## src/hw/rtl/skil_pkg.sv

```systemverilog
// Shared types, codes and sizes for the sorted key index lookup block.
`default_nettype none

package skil_pkg;

    localparam int CAPACITY = 64;
    localparam int IDX_W    = $clog2(CAPACITY);
    localparam int CNT_W    = $clog2(CAPACITY + 1);
    localparam int KEY_W    = 64;
    localparam int OFF_W    = 32;

    localparam logic [1:0] FUNC_INSERT = 2'd0;
    localparam logic [1:0] FUNC_QUERY  = 2'd1;
    localparam logic [1:0] FUNC_CLEAR  = 2'd2;

    localparam logic [1:0] STATUS_OK      = 2'd0;
    localparam logic [1:0] STATUS_FULL    = 2'd1;
    localparam logic [1:0] STATUS_NOMATCH = 2'd2;

    typedef struct packed {
        logic [1:0]       func;
        logic [KEY_W-1:0] key;
        logic [OFF_W-1:0] record_offset;
    } req_t;

    typedef struct packed {
        logic [OFF_W-1:0] hit_offset;
        logic [1:0]       status;
        logic             last;
    } rsp_t;

    typedef enum logic [2:0] {
        ST_IDLE,
        ST_FLAGS,
        ST_SEARCH,
        ST_INSERT,
        ST_SCAN,
        ST_RESP
    } state_t;

    // Broadcast from the sequencer to every cell of the chain.
    typedef struct packed {
        logic             ins_en;
        logic [IDX_W-1:0] pos;
        logic [KEY_W-1:0] key;
        logic [OFF_W-1:0] offset;
        logic             key_signed;
        logic             by_offset;
    } cell_cmd_t;

endpackage

`default_nettype wire

```

## src/hw/rtl/skil_seq.sv

```systemverilog
// Sequencer: handshakes, binary search over cell flags, insert control and result emission.
`default_nettype none

module skil_seq (
    input  wire logic                        clk,
    input  wire logic                        rst_n,
    input  wire logic                        req_valid,
    output logic                             req_ready,
    input  wire skil_pkg::req_t              req,
    output logic                             rsp_valid,
    input  wire logic                        rsp_ready,
    output skil_pkg::rsp_t                   rsp,
    input  wire logic                        cfg_wen,
    input  wire logic                        cfg_wdata,
    output skil_pkg::cell_cmd_t              cmd,
    input  wire logic [skil_pkg::CAPACITY-1:0] lt_vec,
    input  wire logic [skil_pkg::CAPACITY-1:0] eq_vec,
    output logic [skil_pkg::IDX_W-1:0]       rd_idx,
    input  wire logic [skil_pkg::OFF_W-1:0]  rd_offset
);

    localparam logic [skil_pkg::CNT_W-1:0] CAP_CNT = skil_pkg::CNT_W'(skil_pkg::CAPACITY);

    skil_pkg::state_t state_reg;
    skil_pkg::state_t state_next;

    logic [1:0]                    func_reg;
    logic [1:0]                    func_next;
    logic [skil_pkg::KEY_W-1:0]    key_reg;
    logic [skil_pkg::KEY_W-1:0]    key_next;
    logic [skil_pkg::OFF_W-1:0]    off_reg;
    logic [skil_pkg::OFF_W-1:0]    off_next;
    logic [skil_pkg::CNT_W-1:0]    lo_reg;
    logic [skil_pkg::CNT_W-1:0]    lo_next;
    logic [skil_pkg::CNT_W-1:0]    hi_reg;
    logic [skil_pkg::CNT_W-1:0]    hi_next;
    logic [skil_pkg::CNT_W-1:0]    count_reg;
    logic [skil_pkg::CNT_W-1:0]    count_next;
    logic [skil_pkg::CAPACITY-1:0] lt_reg;
    logic [skil_pkg::CAPACITY-1:0] lt_next;
    logic [skil_pkg::CAPACITY-1:0] eq_reg;
    logic [skil_pkg::CAPACITY-1:0] eq_next;
    logic [1:0]                    status_reg;
    logic [1:0]                    status_next;
    logic                          ks_reg;
    logic                          ks_next;
    logic                          rsp_valid_reg;
    logic                          rsp_valid_next;
    skil_pkg::rsp_t                rsp_reg;
    skil_pkg::rsp_t                rsp_next;

    logic                          accept;
    logic                          slot_free;
    logic                          search_on;
    logic [skil_pkg::CNT_W-1:0]    mid;
    logic [skil_pkg::CNT_W-1:0]    nxt;
    logic                          hit;
    logic                          more;

    assign req_ready = (state_reg == skil_pkg::ST_IDLE);
    assign accept    = req_valid && req_ready;
    assign slot_free = !rsp_valid_reg || rsp_ready;
    assign search_on = (lo_reg < hi_reg);
    assign mid       = lo_reg + ((hi_reg - lo_reg) >> 1);
    assign nxt       = lo_reg + 1'b1;
    assign hit       = (lo_reg < count_reg) && eq_reg[lo_reg[skil_pkg::IDX_W-1:0]];
    assign more      = (nxt < count_reg) && eq_reg[nxt[skil_pkg::IDX_W-1:0]];
    assign rd_idx    = lo_reg[skil_pkg::IDX_W-1:0];

    always_comb
    begin
        cmd.ins_en     = (state_reg == skil_pkg::ST_INSERT);
        cmd.pos        = lo_reg[skil_pkg::IDX_W-1:0];
        cmd.key        = key_reg;
        cmd.offset     = off_reg;
        cmd.key_signed = ks_reg;
        cmd.by_offset  = (func_reg == skil_pkg::FUNC_INSERT);
    end

    // Next state
    always_comb
    begin
        state_next = state_reg;
        unique case (state_reg)
            skil_pkg::ST_IDLE:
            begin
                if (accept)
                begin
                    unique case (req.func)
                        skil_pkg::FUNC_INSERT:
                            state_next = (count_reg >= CAP_CNT) ? skil_pkg::ST_RESP
                                                                : skil_pkg::ST_FLAGS;
                        skil_pkg::FUNC_QUERY: state_next = skil_pkg::ST_FLAGS;
                        skil_pkg::FUNC_CLEAR: state_next = skil_pkg::ST_RESP;
                        default:              state_next = skil_pkg::ST_IDLE;
                    endcase
                end
            end
            skil_pkg::ST_FLAGS:  state_next = skil_pkg::ST_SEARCH;
            skil_pkg::ST_SEARCH:
            begin
                if (!search_on)
                    state_next = (func_reg == skil_pkg::FUNC_INSERT) ? skil_pkg::ST_INSERT
                                                                      : skil_pkg::ST_SCAN;
            end
            skil_pkg::ST_INSERT: state_next = skil_pkg::ST_RESP;
            skil_pkg::ST_RESP:
            begin
                if (slot_free)
                    state_next = skil_pkg::ST_IDLE;
            end
            skil_pkg::ST_SCAN:
            begin
                if (slot_free && (!hit || !more))
                    state_next = skil_pkg::ST_IDLE;
            end
            default: state_next = skil_pkg::ST_IDLE;
        endcase
    end

    // Datapath and outputs
    always_comb
    begin
        func_next      = func_reg;
        key_next       = key_reg;
        off_next       = off_reg;
        lo_next        = lo_reg;
        hi_next        = hi_reg;
        count_next     = count_reg;
        lt_next        = lt_reg;
        eq_next        = eq_reg;
        status_next    = status_reg;
        ks_next        = cfg_wen ? cfg_wdata : ks_reg;
        rsp_valid_next = rsp_valid_reg && !rsp_ready;
        rsp_next       = rsp_reg;

        unique case (state_reg)
            skil_pkg::ST_IDLE:
            begin
                if (accept)
                begin
                    func_next   = req.func;
                    key_next    = req.key;
                    off_next    = req.record_offset;
                    lo_next     = '0;
                    hi_next     = count_reg;
                    status_next = skil_pkg::STATUS_OK;
                    if (req.func == skil_pkg::FUNC_INSERT && count_reg >= CAP_CNT)
                        status_next = skil_pkg::STATUS_FULL;
                    if (req.func == skil_pkg::FUNC_CLEAR)
                        count_next = '0;
                end
            end
            skil_pkg::ST_FLAGS:
            begin
                lt_next = lt_vec;
                eq_next = eq_vec;
            end
            skil_pkg::ST_SEARCH:
            begin
                if (search_on)
                begin
                    if (lt_reg[mid[skil_pkg::IDX_W-1:0]])
                        lo_next = mid + 1'b1;
                    else
                        hi_next = mid;
                end
            end
            skil_pkg::ST_INSERT:
            begin
                count_next  = count_reg + 1'b1;
                status_next = skil_pkg::STATUS_OK;
            end
            skil_pkg::ST_RESP:
            begin
                if (slot_free)
                begin
                    rsp_valid_next      = 1'b1;
                    rsp_next.hit_offset = '0;
                    rsp_next.status     = status_reg;
                    rsp_next.last       = 1'b1;
                end
            end
            skil_pkg::ST_SCAN:
            begin
                if (slot_free)
                begin
                    rsp_valid_next = 1'b1;
                    if (hit)
                    begin
                        rsp_next.hit_offset = rd_offset;
                        rsp_next.status     = skil_pkg::STATUS_OK;
                        rsp_next.last       = !more;
                        lo_next             = nxt;
                    end
                    else
                    begin
                        rsp_next.hit_offset = '0;
                        rsp_next.status     = skil_pkg::STATUS_NOMATCH;
                        rsp_next.last       = 1'b1;
                    end
                end
            end
            default: ;
        endcase
    end

    always_ff @(posedge clk or negedge rst_n)
    begin
        if (!rst_n)
        begin
            state_reg     <= skil_pkg::ST_IDLE;
            count_reg     <= '0;
            ks_reg        <= 1'b1;
            rsp_valid_reg <= 1'b0;
        end
        else
        begin
            state_reg     <= state_next;
            count_reg     <= count_next;
            ks_reg        <= ks_next;
            rsp_valid_reg <= rsp_valid_next;
        end
    end

    always_ff @(posedge clk)
    begin
        func_reg   <= func_next;
        key_reg    <= key_next;
        off_reg    <= off_next;
        lo_reg     <= lo_next;
        hi_reg     <= hi_next;
        lt_reg     <= lt_next;
        eq_reg     <= eq_next;
        status_reg <= status_next;
        rsp_reg    <= rsp_next;
    end

    assign rsp_valid = rsp_valid_reg;
    assign rsp       = rsp_reg;

endmodule

`default_nettype wire

```

## config.mk

```make
export PLATFORM = sky130hd
export DESIGN_NAME = skil_seq
export DESIGN_NICKNAME = d
export VERILOG_FILES = /design/src/hw/rtl/skil_pkg.sv /design/src/hw/rtl/skil_seq.sv
export SDC_FILE = /design/constraint.sdc
export NUM_CORES = 1
export LEC_CHECK = 0
export ABC_CLOCK_PERIOD_IN_PS = 10890
export BUFFER_PORTS_ARGS = -buffer_cell sky130_fd_sc_hd__buf_2
export CORE_ASPECT_RATIO = 0.5
export CORE_MARGIN = 8
export CORE_UTILIZATION = 30
export DETAILED_ROUTE_END_ITERATION = 10
export PLACE_DENSITY_LB_ADDON = 0.15
export SLEW_MARGIN = 20
export SYNTH_ARGS = -nofsm -noshare
export SYNTH_HDL_FRONTEND = slang
export SYNTH_SLANG_ARGS = --single-unit
```

## constraint.sdc

```tcl
create_clock -name clk -period 10.89 [get_ports clk]
set_input_delay 0 -clock clk [delete_from_list [all_inputs] [get_ports clk]]
set_output_delay 0 -clock clk [all_outputs]
set_load 0.05 [all_outputs]
```

==> results.ini, run 1 <==
[setup_path]
crit_path_max_fanout=18
crit_required_ps=11150
cpMaxStageDelayCell=edfxtp_1
cpPeakStageDelay_ps=760
worst_setup_path_end_kind=flop
ff2ff_path_depth=13
path_delay_family=compound AO/OA/AOI/OAI gates
cp-start-kind=flop
path_cells=inv_1 -> ha_1 -> o21ai_0 -> a21boi_0 -> nor2_1 -> ha_1 -> a21oi_1 -> xnor2_1 -> mux4_2 -> mux4_2 -> nand3_1 -> a221oi_1 -> clkbuf_2
r2r_start=lo_reg[2]$_DFFE_PP_
crit_buf_inv=2
worstSetupPathType=reg2reg
timing.rr.end=lo_reg[3]$_DFFE_PP_
crit_arrival_ps=5130
r2r_setup_slack_ps=6020

[cells_and_area]
drive_gt1_frac=0.372
area_delta_synth_final_pct=51.9
fin_nets=1675

[drt]
dr.pass1.iters=5
wl_per_cell_um=19.1
routed_wl_mm=37.1
vias=8656
vias_per_cell=4.45
antenna_left=0
drc_errors=0
first_iter_violations=369

[yosys]
synthTopCellsByArea=edfxtp_1, mux4_2, ha_1, mux4_1, dfrtp_1
synth-seq-cells=288
syn_area_per_cell_um2=17.3
yosysTopAreaCell=edfxtp_1
netlist_area_um2=12100
yosysTopAreaCellShare=0.684
synth_edf_count=276
synth.distinct_cells=55
syn_inst=699
synth_flop_cell=edfxtp_1
syn-num-nets=995
yosysMostFrequentCell=edfxtp_1
async_flop_share=0.0417
seq_area_frac_synth=0.709
synth_commonest_cells=edfxtp_1, nand2_1, mux4_2, and2_1, ha_1
ys_warn_count=0

[floorplan]
initial_core_util=0.302
core-area_um2=40100
dieHeight_um=158
die_x_um=300
rows=52
ios=412
die-area_um2=47500

[cts]
cts_tree=yes
clock_path_buffers=3
root_buffer=clkbuf_16
clock-sinks=288
cts_setup_buffers=0
h-tree-depth=1
insertion_delay_ps=560
cts_made_buffers=30
cts.clk_slew.worst_paths_ps=60

[hold_path]
min_to=key_reg[56]$_DFFE_PP_
hold_path_depth=2
timing.hold.worst.class=in2reg
min-delay-start=req[88]

[timing]
max_freq_mhz=205
slew_headroom=0.355
holdWs_ps=136
tightestPinTransition_ps=966
finalHoldViolations=0
maxSlewViolCount=0
rsz0062_at_grt=false
setup_tns_ps=0
fin_crit_ps=4870
fin_skew_ps=9.56
setup_viol=0
timing.final.crit_share=0.447

[power_and_ir_drop]
p_sw_frac=0.410
p_leak_nw=7.36
p_clk_frac=0.182
internal_power_mw=3.52
peakVddDrop_uv=242
pwr_density_cell_nw_per_um2=324
power_switching_mw=2.44
p_comb_frac=0.525
p_seq_frac=0.293

[placement]
globalplace.congestion=0.825
io_buffers=411
hpwlAfterDp_mm=26.9

[job]
drv_cap=0

[grt]
grt_max_degree=76
grt_pass1_wl_mm=55.5
grt_pass1_vias=9760
grt_overflow=0
antenna_found_initial=4
grtUsageTotal=0.149

[outcome]
status=finished, final reports clean

==> power groups by stage <==
stage	Clock (mW)	Sequential, mW	Combinational, mW
4_1_cts	1.12	1.75	3.19
5_1_grt	1.16	1.78	3.42
2_1_floorplan	0	2.08	2.10
6_report	1.08	1.75	3.14
3_5_place_dp	0	1.77	3.09
3_3_place_gp	0	1.77	3.04
==> through the flow <==
stage | util | area (um2) | setup WS [ps] | cells | power (mW)
floorplan | - | 12100 | 795 | 699 | 4.17
global placement | 0.366 | 14700 | 5920 | 1620 | 4.81
detailed placement | 0.366 | 14700 | 5770 | 1620 | 4.86
CTS | 0.458 | 18400 | 5730 | 1942 | 6.06
global route | 0.459 | 18400 | 5590 | 1945 | 6.37
finish | 0.459 | 18400 | 6020 | 1945 | 5.97
==> layout by cell type, fill, tap and decap left out, types with 4 or more instances in the layout <==
cell type and instances:
and2_1 35, xnor2_1 12, nor3_1 7, nand2b_1 5
nand2_1 37, edfxtp_1 276, bufinv_16 4, o211ai_1 4
o21ai_0 23, buf_2 411, mux4_1 13, clkbuf_16 31
a22oi_1 9, dfrtp_1 11, nor2_1 23, a21o_1 4
ha_1 30, dlygate4sd3_1 266, mux2_2 5, nand3_1 14
buf_4 7, a21oi_1 17, nor2b_1 8, mux2i_1 10
o22ai_1 4, mux4_2 36, inv_1 25, clkinv_4 9
nand4_1 5, xor2_1 7
==> per-layer routing <==
layer  global-route usage  share of wire  vias up  wire [um]
met2                0.296           0.56      208      21000
met1                0.165           0.37     4292      13800
met5                    0        0.00059        -         22
met3               0.0262          0.043       53       1610
li1                     -              -     4099          -
met4               0.0343          0.019        4        702
==> worst max-delay path by stage <==
| stage | from | to | cells past startpoint |
|---|---|---|---|
| final | lo_reg[2]$_DFFE_PP_ | lo_reg[3]$_DFFE_PP_ | 13 |
| after global routing | lo_reg[2]$_DFFE_PP_ | lo_reg[1]$_DFFE_PP_ | 13 |
| after CTS | lo_reg[2]$_DFFE_PP_ | lo_reg[3]$_DFFE_PP_ | 12 |
| after detailed placement | lo_reg[2]$_DFFE_PP_ | lo_reg[1]$_DFFE_PP_ | 12 |
| after global placement | lo_reg[2]$_DFFE_PP_ | lo_reg[1]$_DFFE_PP_ | 12 |
| after floorplan | state_reg[2]$_DFFE_PN0P_ | state_reg[1]$_DFFE_PN0P_ | 3 |
==> logic make-up (layout without fill, tap and decap cells) <==
group           after synthesis  count (layout)  synth area share
other cells                   0               2                 0
compound gates               84              84            0.0440
xor+xnor                     20              20            0.0151
mux                          64              64             0.108
fa+ha+maj                    32              32            0.0343
buf+inv                      64             768            0.0282
simple gates                147             147            0.0618
flops                       288             288             0.709
==> final cells by class <==
type,instances,area [um2]
Fill cell,3600,21700
Tap cell,540,676
Multi-Input combinational cell,347,3210
Timing Repair Buffer,685,4780
Clock inverter,23,263
Antenna cell,2,5.00
Inverter,27,104
Clock buffer,33,783
Sequential cell,288,8590
==> what timing repair did <==
item / 4_1_cts / 5_1_grt
hold endpoints to repair: 281 / 0
hold buffers: 266 / 0
resized for setup: 0 / 0
Power figures use the tool's default switching activity.
==> run 2: changes to the inputs <==
- ABC_AREA: unset -> 1
- ABC_CLOCK_PERIOD_IN_PS: 10890 -> 4400
- clock period: 10.89 -> 4.4 ns (I/O delays scaled with it)
==> results.ini, run 2 <==
[timing]
max_freq_mhz=249
setup_viol=0
fin_skew_ps=10.7
tightestPinTransition_ps=1020
maxSlewViolCount=0
slew_headroom=0.322
setup_ws_ps=391
fin_crit_ps=4010
timing.final.crit_share=0.911
finalHoldViolations=0

[yosys]
netlist_area_um2=12400
yosysMostFrequentCell=edfxtp_1
syn-num-nets=1365
synth.distinct_cells=35
yosysTopAreaCellShare=0.670
ys_warn_count=0
syn_area_per_cell_um2=11.6
synth_commonest_cells=edfxtp_1, nand2_1, nand3_1, nor2_1, inv_1
async_flop_share=0.0417
synth_edf_count=276
synthTopCellsByArea=edfxtp_1, nand2_1, nand3_1, nor2_1, ha_1
seq_area_frac_synth=0.694
yosysTopAreaCell=edfxtp_1
synth-seq-cells=288
synth_flop_cell=edfxtp_1
syn_inst=1069

[cts]
cts_tree=yes
cts_made_buffers=29
h-tree-depth=1
clock_path_buffers=3
root_buffer=clkbuf_16
cts.clk_slew.worst_paths_ps=70
insertion_delay_ps=560
clock-sinks=288

[floorplan]
initial_core_util=0.305
rows=52
ios=412
core-area_um2=40500
dieHeight_um=160
die-area_um2=48400
die_x_um=303

[cells_and_area]
stdcell_count=2314
multi_input_area_um2=3190
fillers=3830
fin_nets=2043
final_common_cell=buf_2
drive_gt1_frac=0.284
area_delta_synth_final_pct=51.2
seqCellArea_um2=8590
final_cell_mix=buf_2, edfxtp_1, dlygate4sd3_1, nand2_1, nand3_1

[power_and_ir_drop]
p_leak_nw=7.97
pwr_density_cell_nw_per_um2=824
peakVddDrop_uv=644

[placement]
hpwlAfterDp_mm=29.2
io_buffers=411
dp.cells=1991
preCtsSetupSlack_ps=219
globalplace.congestion=0.840

[drt]
dr.pass1.iters=5
antenna_left=0
drc_errors=0
vias=10500
first_iter_violations=708
vias_per_cell=4.54
routed_wl_mm=40.8
wl_per_cell_um=17.6

[setup_path]
worstSetupPathType=reg2reg
cp-start-kind=flop
worst_setup_path_end_kind=flop
crit_required_ps=4640
crit_arrival_ps=4250
crit_path_max_fanout=7

[grt]
grt_pass1_vias=11500
grt_overflow=0
grtUsageTotal=0.165
grt_pass1_wl_mm=63.3
grt_max_degree=74
antenna_found_initial=4

[job]
drv_cap=0

[hold_path]
timing.hold.worst.class=in2reg

[outcome]
status=finished, final reports clean

==> run 2: cell count changes after synthesis, sizes merged, moves of 8 or more <==
cell	before	now
a21oi	17	34
mux2i	10	0
mux4	49	0
xnor2	13	4
and2	35	0
nor2b	8	0
nand2	37	221
o21ai	25	74
inv	27	92
a22oi	9	0
nand3	14	123
buf	24	35
nor2	25	111
==> run 2: final cells by class <==
class | instances | share of cell area
Antenna cell | 4 | 0.000535
Clock buffer | 30 | 0.0390
Clock inverter | 24 | 0.0161
Inverter | 93 | 0.0186
Multi-Input combinational cell | 639 | 0.171
Sequential cell | 288 | 0.459
Tap cell | 540 | 0.0361
Timing Repair Buffer | 696 | 0.260
==> run 2: final timing paths <==
kind,startpoint,to,depth (start not counted),slack (ps)
worst max-delay path,lo_reg[1]$_DFFE_PP_,lo_reg[6]$_DFFE_PP_,19,390
worst min-delay path,req[91],key_reg[59]$_DFFE_PP_,2,150
worst max register to register,lo_reg[1]$_DFFE_PP_,lo_reg[6]$_DFFE_PP_,19,390
worst min register to register,state_reg[2]$_DFFE_PN0P_,state_reg[2]$_DFFE_PN0P_,2,580
max in group asynchronous,rst_n,count_reg[4]$_DFFE_PN0P_,4,3020
min in group asynchronous,rst_n,ks_reg$_DFFE_PN1P_,3,440
==> run 2: through the flow <==
step / TNS (ps) / total power, mW / area, um2 / utilization / hold WS (ps)
global route: -138 / 16.7 / 18700 / 0.462 / 115
finish: 0 / 15.4 / 18700 / 0.462 / 145
global placement: 0 / 12.4 / 15000 / 0.371 / -95.1
floorplan: 0 / 10.3 / 12400 / - / -296
CTS: 0 / 15.5 / 18700 / 0.461 / 98.8
detailed placement: 0 / 12.5 / 15000 / 0.371 / -92.3
==> run 2: repair_timing <==
action,4_1_cts,5_1_grt
hold buffers,265,0
endpoints found under the hold margin,277,0
resized for setup,0,2
endpoints found under the setup margin,0,7
buffers inserted,0,0
==> run 2: logic make-up after synthesis <==
group,share of synthesized area
AND/OR/NAND/NOR,0.159
flip-flops,0.694
buffers and inverters,0.0504
AO/OA/AOI/OAI,0.0528
adder cells (fa/ha/maj),0.0336
XOR/XNOR,0.00900
multiplexers,0.000910
==> run 2: metal layers <==
layer  wire length [um]  vias up  track usage
met1              15600     5058        0.185
li1                   -     5072            -
met5                  0        -            0
met2              22300      289        0.316
met4               1080        0       0.0482
met3               1840       78       0.0267
==> run 2: power breakdown <==
| part | leakage [nW] | switching [mW] | internal (mW) |
|---|---|---|---|
| registers | 2.74 | 0.279 | 3.94 |
| logic | 4.73 | 5.92 | 2.60 |
| clock network | 0.499 | 1.12 | 1.57 |
==> run 2: worst max-delay path, cell delays in order, from the launching register on <==
cell and delay, ps:
edfxtp_1 350, clkinv_1 200, ha_1 370, nand2_1 80, o21ai_0 310, xnor2_1 160
inv_1 60, ha_1 370, a21oi_1 210, nand2_1 90, or2_2 280, nand2_1 190
inv_1 180, nand3_1 100, nand3_1 70, nand3_1 110, o21ai_1 120, nor2_1 130
nand2_1 100, nor2_4 220
