## src/hw/rtl/skil_pkg.sv

```systemverilog
// Shared types, codes and sizes for the sorted key index lookup block.
`default_nettype none

package skil_pkg;

    localparam int CAPACITY = 64;
    localparam int IDX_W    = $clog2(CAPACITY);
    localparam int CNT_W    = $clog2(CAPACITY + 1);
    localparam int KEY_W    = 64;
    localparam int OFF_W    = 32;

    localparam logic [1:0] FUNC_INSERT = 2'd0;
    localparam logic [1:0] FUNC_QUERY  = 2'd1;
    localparam logic [1:0] FUNC_CLEAR  = 2'd2;

    localparam logic [1:0] STATUS_OK      = 2'd0;
    localparam logic [1:0] STATUS_FULL    = 2'd1;
    localparam logic [1:0] STATUS_NOMATCH = 2'd2;

    typedef struct packed {
        logic [1:0]       func;
        logic [KEY_W-1:0] key;
        logic [OFF_W-1:0] record_offset;
    } req_t;

    typedef struct packed {
        logic [OFF_W-1:0] hit_offset;
        logic [1:0]       status;
        logic             last;
    } rsp_t;

    typedef enum logic [2:0] {
        ST_IDLE,
        ST_FLAGS,
        ST_SEARCH,
        ST_INSERT,
        ST_SCAN,
        ST_RESP
    } state_t;

    // Broadcast from the sequencer to every cell of the chain.
    typedef struct packed {
        logic             ins_en;
        logic [IDX_W-1:0] pos;
        logic [KEY_W-1:0] key;
        logic [OFF_W-1:0] offset;
        logic             key_signed;
        logic             by_offset;
    } cell_cmd_t;

endpackage

`default_nettype wire

```

## src/hw/rtl/skil_cell.sv

```systemverilog
// One table entry: holds a key and offset, compares them to the target, shifts on insert.
`default_nettype none

module skil_cell (
    input  wire logic                     clk,
    input  wire logic [skil_pkg::IDX_W-1:0] idx,
    input  wire skil_pkg::cell_cmd_t      cmd,
    input  wire logic [skil_pkg::KEY_W-1:0] prev_key,
    input  wire logic [skil_pkg::OFF_W-1:0] prev_offset,
    output logic [skil_pkg::KEY_W-1:0]    key,
    output logic [skil_pkg::OFF_W-1:0]    offset,
    output logic                          lt,
    output logic                          eq
);

    logic [skil_pkg::KEY_W-1:0] key_reg;
    logic [skil_pkg::KEY_W-1:0] key_next;
    logic [skil_pkg::OFF_W-1:0] offset_reg;
    logic [skil_pkg::OFF_W-1:0] offset_next;
    logic [skil_pkg::KEY_W-1:0] flip;
    logic [skil_pkg::KEY_W-1:0] entry_ord;
    logic [skil_pkg::KEY_W-1:0] target_ord;

    always_comb
    begin
        key_next    = key_reg;
        offset_next = offset_reg;
        if (cmd.ins_en)
        begin
            if (idx == cmd.pos)
            begin
                key_next    = cmd.key;
                offset_next = cmd.offset;
            end
            else if (idx > cmd.pos)
            begin
                key_next    = prev_key;
                offset_next = prev_offset;
            end
        end
    end

    always_ff @(posedge clk)
    begin
        key_reg    <= key_next;
        offset_reg <= offset_next;
    end

    // In signed mode, flip the sign bit so unsigned order gives signed order.
    assign flip       = {cmd.key_signed, {(skil_pkg::KEY_W-1){1'b0}}};
    assign entry_ord  = key_reg ^ flip;
    assign target_ord = cmd.key ^ flip;

    always_comb
    begin
        if (entry_ord != target_ord)
            lt = entry_ord < target_ord;
        else
            lt = cmd.by_offset && (offset_reg <= cmd.offset);
    end

    assign eq     = (key_reg == cmd.key);
    assign key    = key_reg;
    assign offset = offset_reg;

endmodule

`default_nettype wire

```

## config.mk

```make
export PLATFORM = sky130hd
export DESIGN_NAME = skil_cell
export DESIGN_NICKNAME = d
export VERILOG_FILES = /design/src/hw/rtl/skil_pkg.sv /design/src/hw/rtl/skil_cell.sv
export SDC_FILE = /design/constraint.sdc
export NUM_CORES = 1
export LEC_CHECK = 0
export ABC_CLOCK_PERIOD_IN_PS = 8000
export BUFFER_PORTS_ARGS = -buffer_cell sky130_fd_sc_hd__buf_4
export CORE_MARGIN = 10
export CORE_UTILIZATION = 48
export DETAILED_ROUTE_END_ITERATION = 8
export GPL_TIMING_DRIVEN = 0
export PLACE_DENSITY = 0.82
export SYNTH_ARGS = -nofsm -noshare
export SYNTH_HDL_FRONTEND = slang
export SYNTH_SLANG_ARGS = --single-unit
```

## constraint.sdc

```tcl
create_clock -name clk -period 8 [get_ports clk]
set_clock_uncertainty 0.15 [all_clocks]
set_input_delay 0.8 -clock clk [delete_from_list [all_inputs] [get_ports clk]]
set_output_delay 0.8 -clock clk [all_outputs]
set_load 0.02 [all_outputs]
```

==> results of run 1 <==
kinds of logic (layout without fill, tap and decap cells):
family | after synthesis | count (layout)
AO/OA/AOI/OAI | 80 | 80
XOR/XNOR | 1 | 1
adder cells (fa/ha/maj) | 101 | 101
buffers and inverters | 113 | 436
flip-flops | 96 | 96
multiplexers | 96 | 96
AND/OR/NAND/NOR | 84 | 84
cells in the mapped netlist (4+ instances only):
library cell	n	area, sq um
nor3_1	5	25.0
clkbuf_1	6	22.5
o21ai_0	10	50.1
a221oi_1	4	35.0
nor2b_1	4	25.0
a211oi_1	5	37.5
nand4_1	15	93.8
nor2_1	7	26.3
a21o_1	6	45.0
mux2_2	96	1080
and4_1	4	35.0
edfxtp_1	96	2880
nand3_1	14	70.1
nand2_1	22	82.6
buf_2	4	20.0
a21oi_1	42	210
ha_1	101	1260
inv_1	103	387
stage by stage:
stage	hold WS (ns)	setup WS (ns)	power [mW]	instance area, sq um
5_1_grt	0.590	3.89	1.57	9490
6_report	0.596	4.10	1.49	9490
4_1_cts	0.586	4.04	1.50	9490
3_3_place_gp	0.951	-2.11	1.10	9160
2_1_floorplan	0.870	0.777	0.891	6650
3_5_place_dp	0.956	3.71	1.11	9230
area by class of cell:
class | count | area [sq um] | area share [%]
multi-input cells | 362 | 3340 | 35.2
flip-flops and latches | 96 | 2880 | 30.4
repair buffers | 308 | 2360 | 24.8
inverters | 103 | 387 | 4.07
clock buffers | 10 | 229 | 2.41
well taps | 176 | 220 | 2.32
plain buffers | 10 | 42.5 | 0.448
clock inverters | 5 | 25.0 | 0.264
layer usage:
| metal | part of all wire, % | wire, um | global-route usage, % |
|---|---|---|---|
| met1 | 37 | 7680 | 23.1 |
| met2 | 51 | 10600 | 36.6 |
| met3 | 9.7 | 2010 | 6.37 |
| met5 | 0 | 0 | 0 |
| met4 | 2.4 | 497 | 7.96 |
power groups by stage:
stage	logic (mW)	registers [mW]	clock network, mW
floorplan	0.171	0.720	0
global placement	0.440	0.663	0
detailed placement	0.456	0.657	0
CTS	0.459	0.647	0.398
global route	0.499	0.652	0.420
finish	0.452	0.647	0.390
placed cells by master (no fill, tap or decap), drive strengths merged, types with 2 or more instances in the layout:
cell / n
a211oi: 5
a21boi: 2
a21o: 6
a21oi: 42
a221o: 2
a221oi: 4
and2: 2
and3: 2
and4: 4
buf: 312
clkbuf: 16
clkinv: 4
edfxtp: 96
ha: 101
inv: 103
mux2: 96
nand2: 22
nand3: 15
nand4: 16
nor2: 7
nor2b: 4
nor3: 5
nor4: 3
o211ai: 2
o21ai: 11
o21bai: 2
or4b: 2
worst max-delay path, stage by stage:
cell	delay [ns]
buf_4	0.10
inv_1	0.04
ha_1	0.31
nand4_1	0.14
nor3_1	0.10
a21boi_1	0.16
or4b_4	0.53
a2111oi_4	0.44
o211ai_2	0.12
o21ai_2	0.07
buf_4	0.15
worst min path at each step:
stage,from,to,slack (ns)
after floorplan,prev_key[11],key[11]$_DFFE_PP_,0.87
after global routing,prev_key[49],key[49]$_DFFE_PP_,0.59
after detailed placement,prev_key[55],key[55]$_DFFE_PP_,0.96
after CTS,prev_key[55],key[55]$_DFFE_PP_,0.59
after global placement,prev_key[50],key[50]$_DFFE_PP_,0.95
final,prev_key[37],key[37]$_DFFE_PP_,0.60
==> out/summary.txt, run 1 <==
min-delay worst type -> in2reg
Final Hold Viols -> 0
syn avg cell area -> 11.6 sq um
Seq pwr share -> 43.4%
CTS H-tree depth -> 3
simple-gate area share of the yosys netlist -> 7.04%
GPL Wtd Cong -> 0.873
crit path from -> cmd[44]
run status -> finished clean
Net Count, Synth -> 880
Finished Layout Cells -> 1070
endpoint type of the worst setup path -> output pin
fill count -> 1024
antenna-violating nets left -> 0
DRC -> 0
fin. max-slew vios -> 0
Final nets -> 1199
area grow syn2layout -> 42.8%
top_reg_cell synth -> edfxtp_1
Die ar. -> 19000 sq um
vias per cell -> 5.20
clock sink count -> 96
placed insts -> 1055
Comb power frac -> 30.4%
multiplexer share of the synthesized area -> 16.3%
CTS Hold Bufs -> 0
largest family of logic cells by synthesized area -> adder cells
fin util -> 70.8%
worst hold path depth -> 2
CTS Root Cell -> clkbuf_16
RSZ-0062 raised after global routing -> false
CP Capture Point -> lt
startpoint types -> primary input
Post-synth EDFFs -> 96
Max Cap Viol -> 0
Clk pin slew, worst setup/hold paths -> 0.07 ns
Net Sw Power -> 0.440 mW
WL final -> 20700 um
XOR/XNOR share of the synthesized area -> 0.132%
Rows -> 42
pin count of the biggest net entering global routing -> 29
clock share of power -> 26.2%
Slew @ Worst Pin -> 0.978 ns
Setup CP Type -> in2out
switch share -> 29.6%
flops & latches, synth -> 96
Distinct cells, synth -> 39
worst-path fanout max -> 2
adder-cell share of the synthesized area -> 19.0%
hpwl dp -> 17700 um
Max clock buf depth -> 2
Power Dens Cells -> 157 nW/um^2
Post-Route Setup TNS -> 0 ns
Die W -> 138 um
drt first-iter violations -> 213
# IOs -> 306
Leak -> 4.54 nW
Via Count -> 5565
Resized cells post-CTS -> 0
Max Clock Freq -> 256 MHz
first-pass GRT wire length -> 30400 um
postcts setup bufs -> 0
worst path required time -> 7.05 ns
GRT Util Overall -> 20.8%
Starting Density -> 49.6%
Async SR Flop Fraction -> 0%
Seq/Total Area, Yosys -> 43.4%
Peak VDD IR -> 0.128 mV
WP data arrival -> 2.95 ns
port bufs -> 305
Routed wire per std cell -> 19.4 um
DR pass1 iterations -> 4
max reg flops -> 64
Syn. warnings -> 0
Post-Synthesis Cells -> 571
Setup Viol. Count Final -> 0
CTS tree -> yes
Diodes inserted -> 0
vias in the first global route -> 5847
complex-gate fraction of the synthesized area -> 7.70%
headroom to the max-slew limit -> 34.7%
P_int -> 1.05 mW
synthesized area -> 6650 sq um
fin crit period -> 3.90 ns
CTS buffer count -> 9
initial antenna violation count -> 0
period utilisation layout -> 48.8%
Die Ht -> 138 um
share of layout cells above drive strength 1 -> 48.0%
total gr overflow -> 0
total core area -> 13400 sq um
Power figures use the tool's default switching activity.
==> inputs of run 2 (changes only) <==
Settings changed: ABC_AREA set to 1, ABC_CLOCK_PERIOD_IN_PS 8000 to 3300, CORE_UTILIZATION 48 to 43, PLACE_DENSITY 0.82 to 0.77.
Clock period 8 ns to 3.3 ns, I/O delays scaled along.
==> run 2 against run 1 <==
Compared with the run above: sequential share of layout area is 0.14 points lower; highest routed layer unchanged; synthesized area is 0.28% lower; critical endpoint unchanged; worst hold slack worse by 0.49 ns; largest power group unchanged.
==> out/summary.txt, run 2 <==
Max Cap Viol -> 0 (unchanged)
CTS Root Cell -> clkbuf_16 (unchanged)
Peak VDD IR -> 0.222 mV (was 0.128 mV)
startpoint types -> flop (was primary input)
fill count -> 1318 (was 1024)
Clk pin slew, worst setup/hold paths -> 0.07 ns (about the same)
overall power -> 3.96 mW (was 1.49 mW)
endpoint type of the worst setup path -> output pin (unchanged)
Final nets -> 1408 (was 1199)
antenna-violating nets left -> 0 (unchanged)
hold endpoint -> key[32]$_DFFE_PP_ (was key[37]$_DFFE_PP_)
worst-path fanout max -> 3 (was 2)
synth top area cells -> edfxtp_1, ha_1, nand2_1, inv_1, o21ai_0 (was edfxtp_1, ha_1, mux2_2, inv_1, a21oi_1)
GPL Wtd Cong -> 0.817 (was 0.873)
Routed wire per std cell -> 17.3 um (was 19.4 um)
Async SR Flop Fraction -> 0% (unchanged)
Synth top area share -> 43.5% (was 43.4%)
# IOs -> 306 (unchanged)
Post-synth EDFFs -> 96 (unchanged)
Rows -> 45 (was 42)
Max clock buf depth -> 2 (unchanged)
final setup margin -> 0.507 ns (was 4.10 ns)
vias per cell -> 4.91 (was 5.20)
total core area -> 15100 sq um (was 13400 sq um)
hpwl dp -> 18600 um (was 17700 um)
period utilisation layout -> 84.6%
worst path required time -> 2.82 ns (was 7.05 ns)
Commonest cells post-synth -> nand2_1, inv_1, o21ai_0 (was inv_1, ha_1, edfxtp_1, mux2_2, a21oi_1)
WL met2 -> 11200 um (was 10600 um)
CTS H-tree depth -> 3 (unchanged)
Leak -> 5.09 nW (was 4.54 nW)
area of the multi-input gates -> 3130 sq um (was 3340 sq um)
Distinct cells, synth -> 24 (was 39)
WL final -> 22300 um (was 20700 um)
most frequent cells in the layout -> buf_4, nand2_1, inv_1 (was buf_4, inv_1, ha_1)
placed insts -> 1276 (was 1055)
postcts setup bufs -> 0 (unchanged)
Starting Density -> 43.8% (was 49.6%)
Placement Cell Area -> 9200 sq um (was 9230 sq um)
most common cell in the netlist -> nand2_1 (was inv_1)
Via Count -> 6347 (was 5565)
CTS Hold Bufs -> 0 (unchanged)
met1 WL -> 8750 um (was 7680 um)
Syn. warnings -> 0 (unchanged)
Die W -> 144 um (was 138 um)
headroom to the max-slew limit -> 66.1% (was 34.7%)
Setup Viol. Count Final -> 0 (unchanged)
flops & latches, synth -> 96 (unchanged)
max reg flops -> 64 (unchanged)
Diodes inserted -> 0 (unchanged)
worst hold path depth -> 3 (was 2)
routed wl met3 -> 2030 um (was 2010 um)
Die ar. -> 20800 sq um (was 19000 sq um)
Net Count, Synth -> 1090 (was 880)
Yosys top cell by area -> edfxtp_1 (unchanged)
initial antenna violation count -> 0 (unchanged)
port bufs -> 305 (unchanged)
Finished Layout Cells -> 1292 (was 1070)
pin count of the biggest net entering global routing -> 41 (was 29)
synthesized area -> 6630 sq um (was 6650 sq um)
fin. max-slew vios -> 0 (unchanged)
Top Metal Used -> met4 (unchanged)
share of layout cells above drive strength 1 -> 30.1% (was 48.0%)
register area -> 2880 sq um (unchanged)
area grow syn2layout -> 43.8% (was 42.8%)
DR pass1 iterations -> 6 (was 4)
top_reg_cell synth -> edfxtp_1 (unchanged)
Design Area, Final -> 9530 sq um (was 9490 sq um)
Resized cells post-CTS -> 0 (unchanged)
min-delay worst type -> in2reg (unchanged)
run status -> finished clean (unchanged)
drt first-iter violations -> 307 (was 213)
clock sink count -> 96 (unchanged)
Place WS -> 0.405 ns (was 3.71 ns)
most common cell after layout, fill and taps aside -> buf_4 (unchanged)
Setup CP Type -> reg2out (was in2out)
Final Hold Viols -> 0 (unchanged)
Slew @ Worst Pin -> 0.508 ns (was 0.978 ns)
total gr overflow -> 0 (unchanged)
CTS buffer count -> 9 (unchanged)
WHS -> 0.105 ns (was 0.596 ns)
hold_sp -> prev_key[32] (was prev_key[37])
syn avg cell area -> 8.48 sq um (was 11.6 sq um)
fin crit period -> 2.79 ns
Post-Synthesis Cells -> 781 (was 571)
Seq/Total Area, Yosys -> 43.5% (was 43.4%)
CTS tree -> yes (unchanged)
DRC -> 0 (unchanged)
RSZ-0062 raised after global routing -> false (unchanged)
first-pass GRT wire length -> 33200 um (was 30400 um)
Power Dens Cells -> 416 nW/um^2 (was 157 nW/um^2)
Max Clock Freq -> 358 MHz
WP data arrival -> 2.31 ns (was 2.95 ns)
Die Ht -> 144 um (was 138 um)
vias in the first global route -> 6435 (was 5847)
GRT Util Overall -> 20.7% (was 20.8%)
run 2: changes by cell type after synthesis, sizes merged, moves of 5 or more:
cell / delta
a211oi: -5
clkbuf: +7
inv: +36
mux2: -94
nand2: +194
nand3: -6
nand4: -9
nor2: +30
o21ai: +92
run 2: power breakdown:
group,internal [mW],switching (mW)
logic,0.530,0.620
registers,1.51,0.0810
clock network,0.740,0.484
total,2.78,1.19
run 2: cells by family after synthesis:
logic type | Yosys count | share of synthesized area (%)
muxes | 2 | 0.396
buffers and inverters | 160 | 9.27
AOI/OAI and AO/OA | 151 | 11.8
and+or+nand+nor | 271 | 16.0
adders and majority gates | 101 | 19.1
DFF | 96 | 43.5
run 2: worst max-delay path by stage:
stage	slack, ns	end	depth (start not counted)	start
finish	0.51	lt	13	key[31]$_DFFE_PP_
global route	0.25	lt	13	key[31]$_DFFE_PP_
CTS	0.49	lt	13	key[31]$_DFFE_PP_
detailed placement	0.40	key[41]$_DFFE_PP_	11	idx[5]
global placement	-1.12	key[40]$_DFFE_PP_	10	idx[5]
floorplan	0.04	key[0]$_DFFE_PP_	10	cmd[103]
run 2: layer usage:
layer  vias to the layer above  GRT usage (%)
met5                         -              0
met2                       236           36.8
met3                        20           5.77
met4                         0           6.76
met1                      2878           23.4
li1                       3213              -
run 2: per-stage QoR:
stage / TNS [ns] / utilization (%)
after detailed placement: 0 / 60.7
after CTS: 0 / 62.9
after global routing: 0 / 62.9
after global placement: -106.84 / 60.4
after floorplan: 0 / -
final: 0 / 62.9
run 2: worst max-delay path, cell delays in order (launching register included):
cell and delay (ns):
edfxtp_1 0.40, ha_1 0.31, nand2_1 0.06, nor2_1 0.13
nand2_1 0.09, nor2_1 0.26, nand2_1 0.12, nor2_1 0.10
nand2_1 0.10, nand2_1 0.08, nor2_1 0.04, nand2_1 0.06
nand2_1 0.05, buf_4 0.15
run 2: cell type report:
class,instances,area share (%)
Sequential cell,96,30.2
Multi-Input combinational cell,525,32.8
Inverter,139,5.51
Tap cell,188,2.47
Clock inverter,6,1.13
Clock buffer,10,2.40
Buffer,21,0.971
Timing Repair Buffer,307,24.4
==> inputs of run 3 (changes only) <==
Settings changed: ABC_AREA 1 to 0, ABC_CLOCK_PERIOD_IN_PS 3300 to 2400.
Clock period 3.3 ns to 2.4 ns, I/O delays scaled along.
==> run 3 against run 2 <==
Compared with the run above: the run now ends with negative setup slack left; via count is 14% lower; global-route usage is 1.7 points lower; clock-buffer cell count is 1 lower; flip-flop and latch count stayed put; non-clock buffer count is 6 lower; final cell count is 16% lower; die area is 0.25% higher; critical endpoint unchanged.
==> out/summary.txt, run 3 (synthesized netlist as in run 1, its figures left out) <==
run status -> complete, but fails checks (was finished clean)
violated checks -> negative setup slack
CTS Root Cell -> clkbuf_16 (unchanged)
worst path required time -> 2.01 ns (was 2.82 ns)
period utilisation layout -> 131%
fin util -> 64.7% (was 62.9%)
WL final -> 20600 um (was 22300 um)
overall power -> 5.39 mW (was 3.96 mW)
min-delay worst type -> in2reg (unchanged)
Slew @ Worst Pin -> 0.735 ns (was 0.508 ns)
Net Sw Power -> 1.54 mW (was 1.19 mW)
Finished Layout Cells -> 1087 (was 1292)
Final nets -> 1203 (was 1408)
total gr overflow -> 0 (unchanged)
Die Ht -> 144 um (about the same)
headroom to the max-slew limit -> 51.0% (was 66.1%)
share of layout cells above drive strength 1 -> 50.3% (was 30.1%)
GRT Util Overall -> 19.0% (was 20.7%)
Setup Viol. Count Final -> 2 (was 0)
fin. max-slew vios -> 0 (unchanged)
clock sink count -> 96 (unchanged)
initial antenna violation count -> 0 (unchanged)
RSZ-0062 raised after global routing -> true (was false)
Max Clock Freq -> 319 MHz
max reg flops -> 64 (unchanged)
CP Cell Sequence -> ha_1, nand4_1, nor3_2, a21boi_1, or4b_4, a2111oi_4, o211ai_2, o21ai_2, buf_6 (was ha_1, nand2_1, nor2_1, nand2_1, nor2_1, nand2_1, nor2_1, nand2_1, nand2_1, nor2_1, nand2_1, nand2_1, buf_4)
Comb power frac -> 28.8% (was 29.0%)
area grow syn2layout -> 47.4% (was 43.8%)
Leak -> 4.63 nW (was 5.09 nW)
Rows -> 45 (unchanged)
Via Count -> 5464 (was 6347)
most common cell after layout, fill and taps aside -> buf_4 (unchanged)
most frequent cells in the layout -> buf_4, inv_1, mux2_2, edfxtp_1, ha_1 (was buf_4, nand2_1, inv_1)
Die ar. -> 20800 sq um (about the same)
Diodes inserted -> 0 (unchanged)
placed insts -> 1068 (was 1276)
Clk pin slew, worst setup/hold paths -> 0.07 ns (about the same)
switch share -> 28.5% (was 29.9%)
total core area -> 15100 sq um (unchanged)
startpoint types -> flop (unchanged)
Placement Cell Area -> 9390 sq um (was 9200 sq um)
Post-Route Setup TNS -> -1.00 ns (was 0 ns)
clock share of power -> 31.3% (was 30.9%)
Power Dens Cells -> 550 nW/um^2 (was 416 nW/um^2)
Routed wire per std cell -> 19.0 um (was 17.3 um)
Max clock buf depth -> 2 (unchanged)
Starting Density -> 43.9% (was 43.8%)
Die W -> 144 um (about the same)
GPL Wtd Cong -> 0.824 (was 0.817)
Design Area, Final -> 9800 sq um (was 9530 sq um)
hpwl dp -> 17600 um (was 18600 um)
CTS buffer count -> 9 (unchanged)
fin crit period -> 3.13 ns
Final Hold Viols -> 0 (unchanged)
final setup margin -> -0.733 ns (was 0.507 ns)
# IOs -> 306 (unchanged)
Seq pwr share -> 39.9% (was 40.1%)
antenna-violating nets left -> 0 (unchanged)
CTS tree -> yes (unchanged)
hold_sp -> prev_key[48] (was prev_key[32])
DRC -> 0 (unchanged)
port bufs -> 305 (unchanged)
worst-path fanout max -> 2 (was 3)
slowest stage cell, crit path -> or4b_4 (was edfxtp_1)
Max Cap Viol -> 0 (unchanged)
slowest stage delay, CP -> 0.53 ns (was 0.40 ns)
vias in the first global route -> 5785 (was 6435)
Setup CP Type -> reg2out (unchanged)
vias per cell -> 5.03 (was 4.91)
drt first-iter violations -> 176 (was 307)
DR pass1 iterations -> 4 (was 6)
CTS H-tree depth -> 3 (unchanged)
P_int -> 3.86 mW (was 2.78 mW)
first-pass GRT wire length -> 30500 um (was 33200 um)
WP data arrival -> 2.74 ns (was 2.31 ns)
CTS Hold Bufs -> 0 (unchanged)
pin count of the biggest net entering global routing -> 27 (was 41)
crit path from -> key[9]$_DFFE_PP_ (was key[31]$_DFFE_PP_)
Peak VDD IR -> 0.365 mV (was 0.222 mV)
endpoint type of the worst setup path -> output pin (unchanged)
## run 3: final cells by class
cell class	instances	area, sq um
multi-input cells	362	3460
fillers	1251	5350
inverters	103	404
plain buffers	10	58.8
well taps	188	235
clock inverters	7	119
clock buffers	9	225
flip-flops and latches	96	2880
repair buffers	312	2410
## run 3: final timing paths
kind                             to  slack (ns)  cells past startpoint
hold / removal    key[48]$_DFFE_PP_        0.04                      2
setup / recovery                 lt       -0.73                      9
## run 3: critical path: cells and delay by family, from the launching register on
family	cells	cell delay (ns)
AOI/OAI and AO/OA	4	0.77
adders and majority gates	1	0.33
DFF	1	0.40
and+or+nand+nor	3	0.76
buffers and inverters	1	0.14
## run 3: what timing repair did
item,in CTS,in global routing
setup endpoints to repair,2,49
setup buffers,0,3
resized for setup,4,2
pin swaps,1,1
endpoints found under the hold margin,0,0
## run 3: power by group through the flow
stage          registers, mW  clock network [mW]  logic [mW]
4_1_cts                 2.15                1.73        1.56
5_1_grt                 2.17                1.78        1.71
2_1_floorplan           2.38                   0       0.586
3_3_place_gp            2.19                   0        1.49
6_report                2.15                1.69        1.55
3_5_place_dp            2.19                   0        1.55
## run 3: metrics by stage
| step | setup slack, ns | hold slack, ns |
|---|---|---|
| floorplan | -0.991 | 0.310 |
| global placement | -2.22 | 0.392 |
| detailed placement | -0.450 | 0.395 |
| CTS | -0.797 | 0.0294 |
| global route | -0.866 | 0.0333 |
| finish | -0.733 | 0.0412 |
## run 3: routing by layer
| layer | part of all wire [%] | track usage [%] | vias to the layer above |
|---|---|---|---|
| met1 | 39 | 21.4 | 2509 |
| met2 | 50 | 33.0 | 193 |
| li1 | - | - | 2743 |
| met4 | 1.7 | 5.64 | 0 |
| met5 | 0 | 0 | - |
| met3 | 9.3 | 6.66 | 19 |
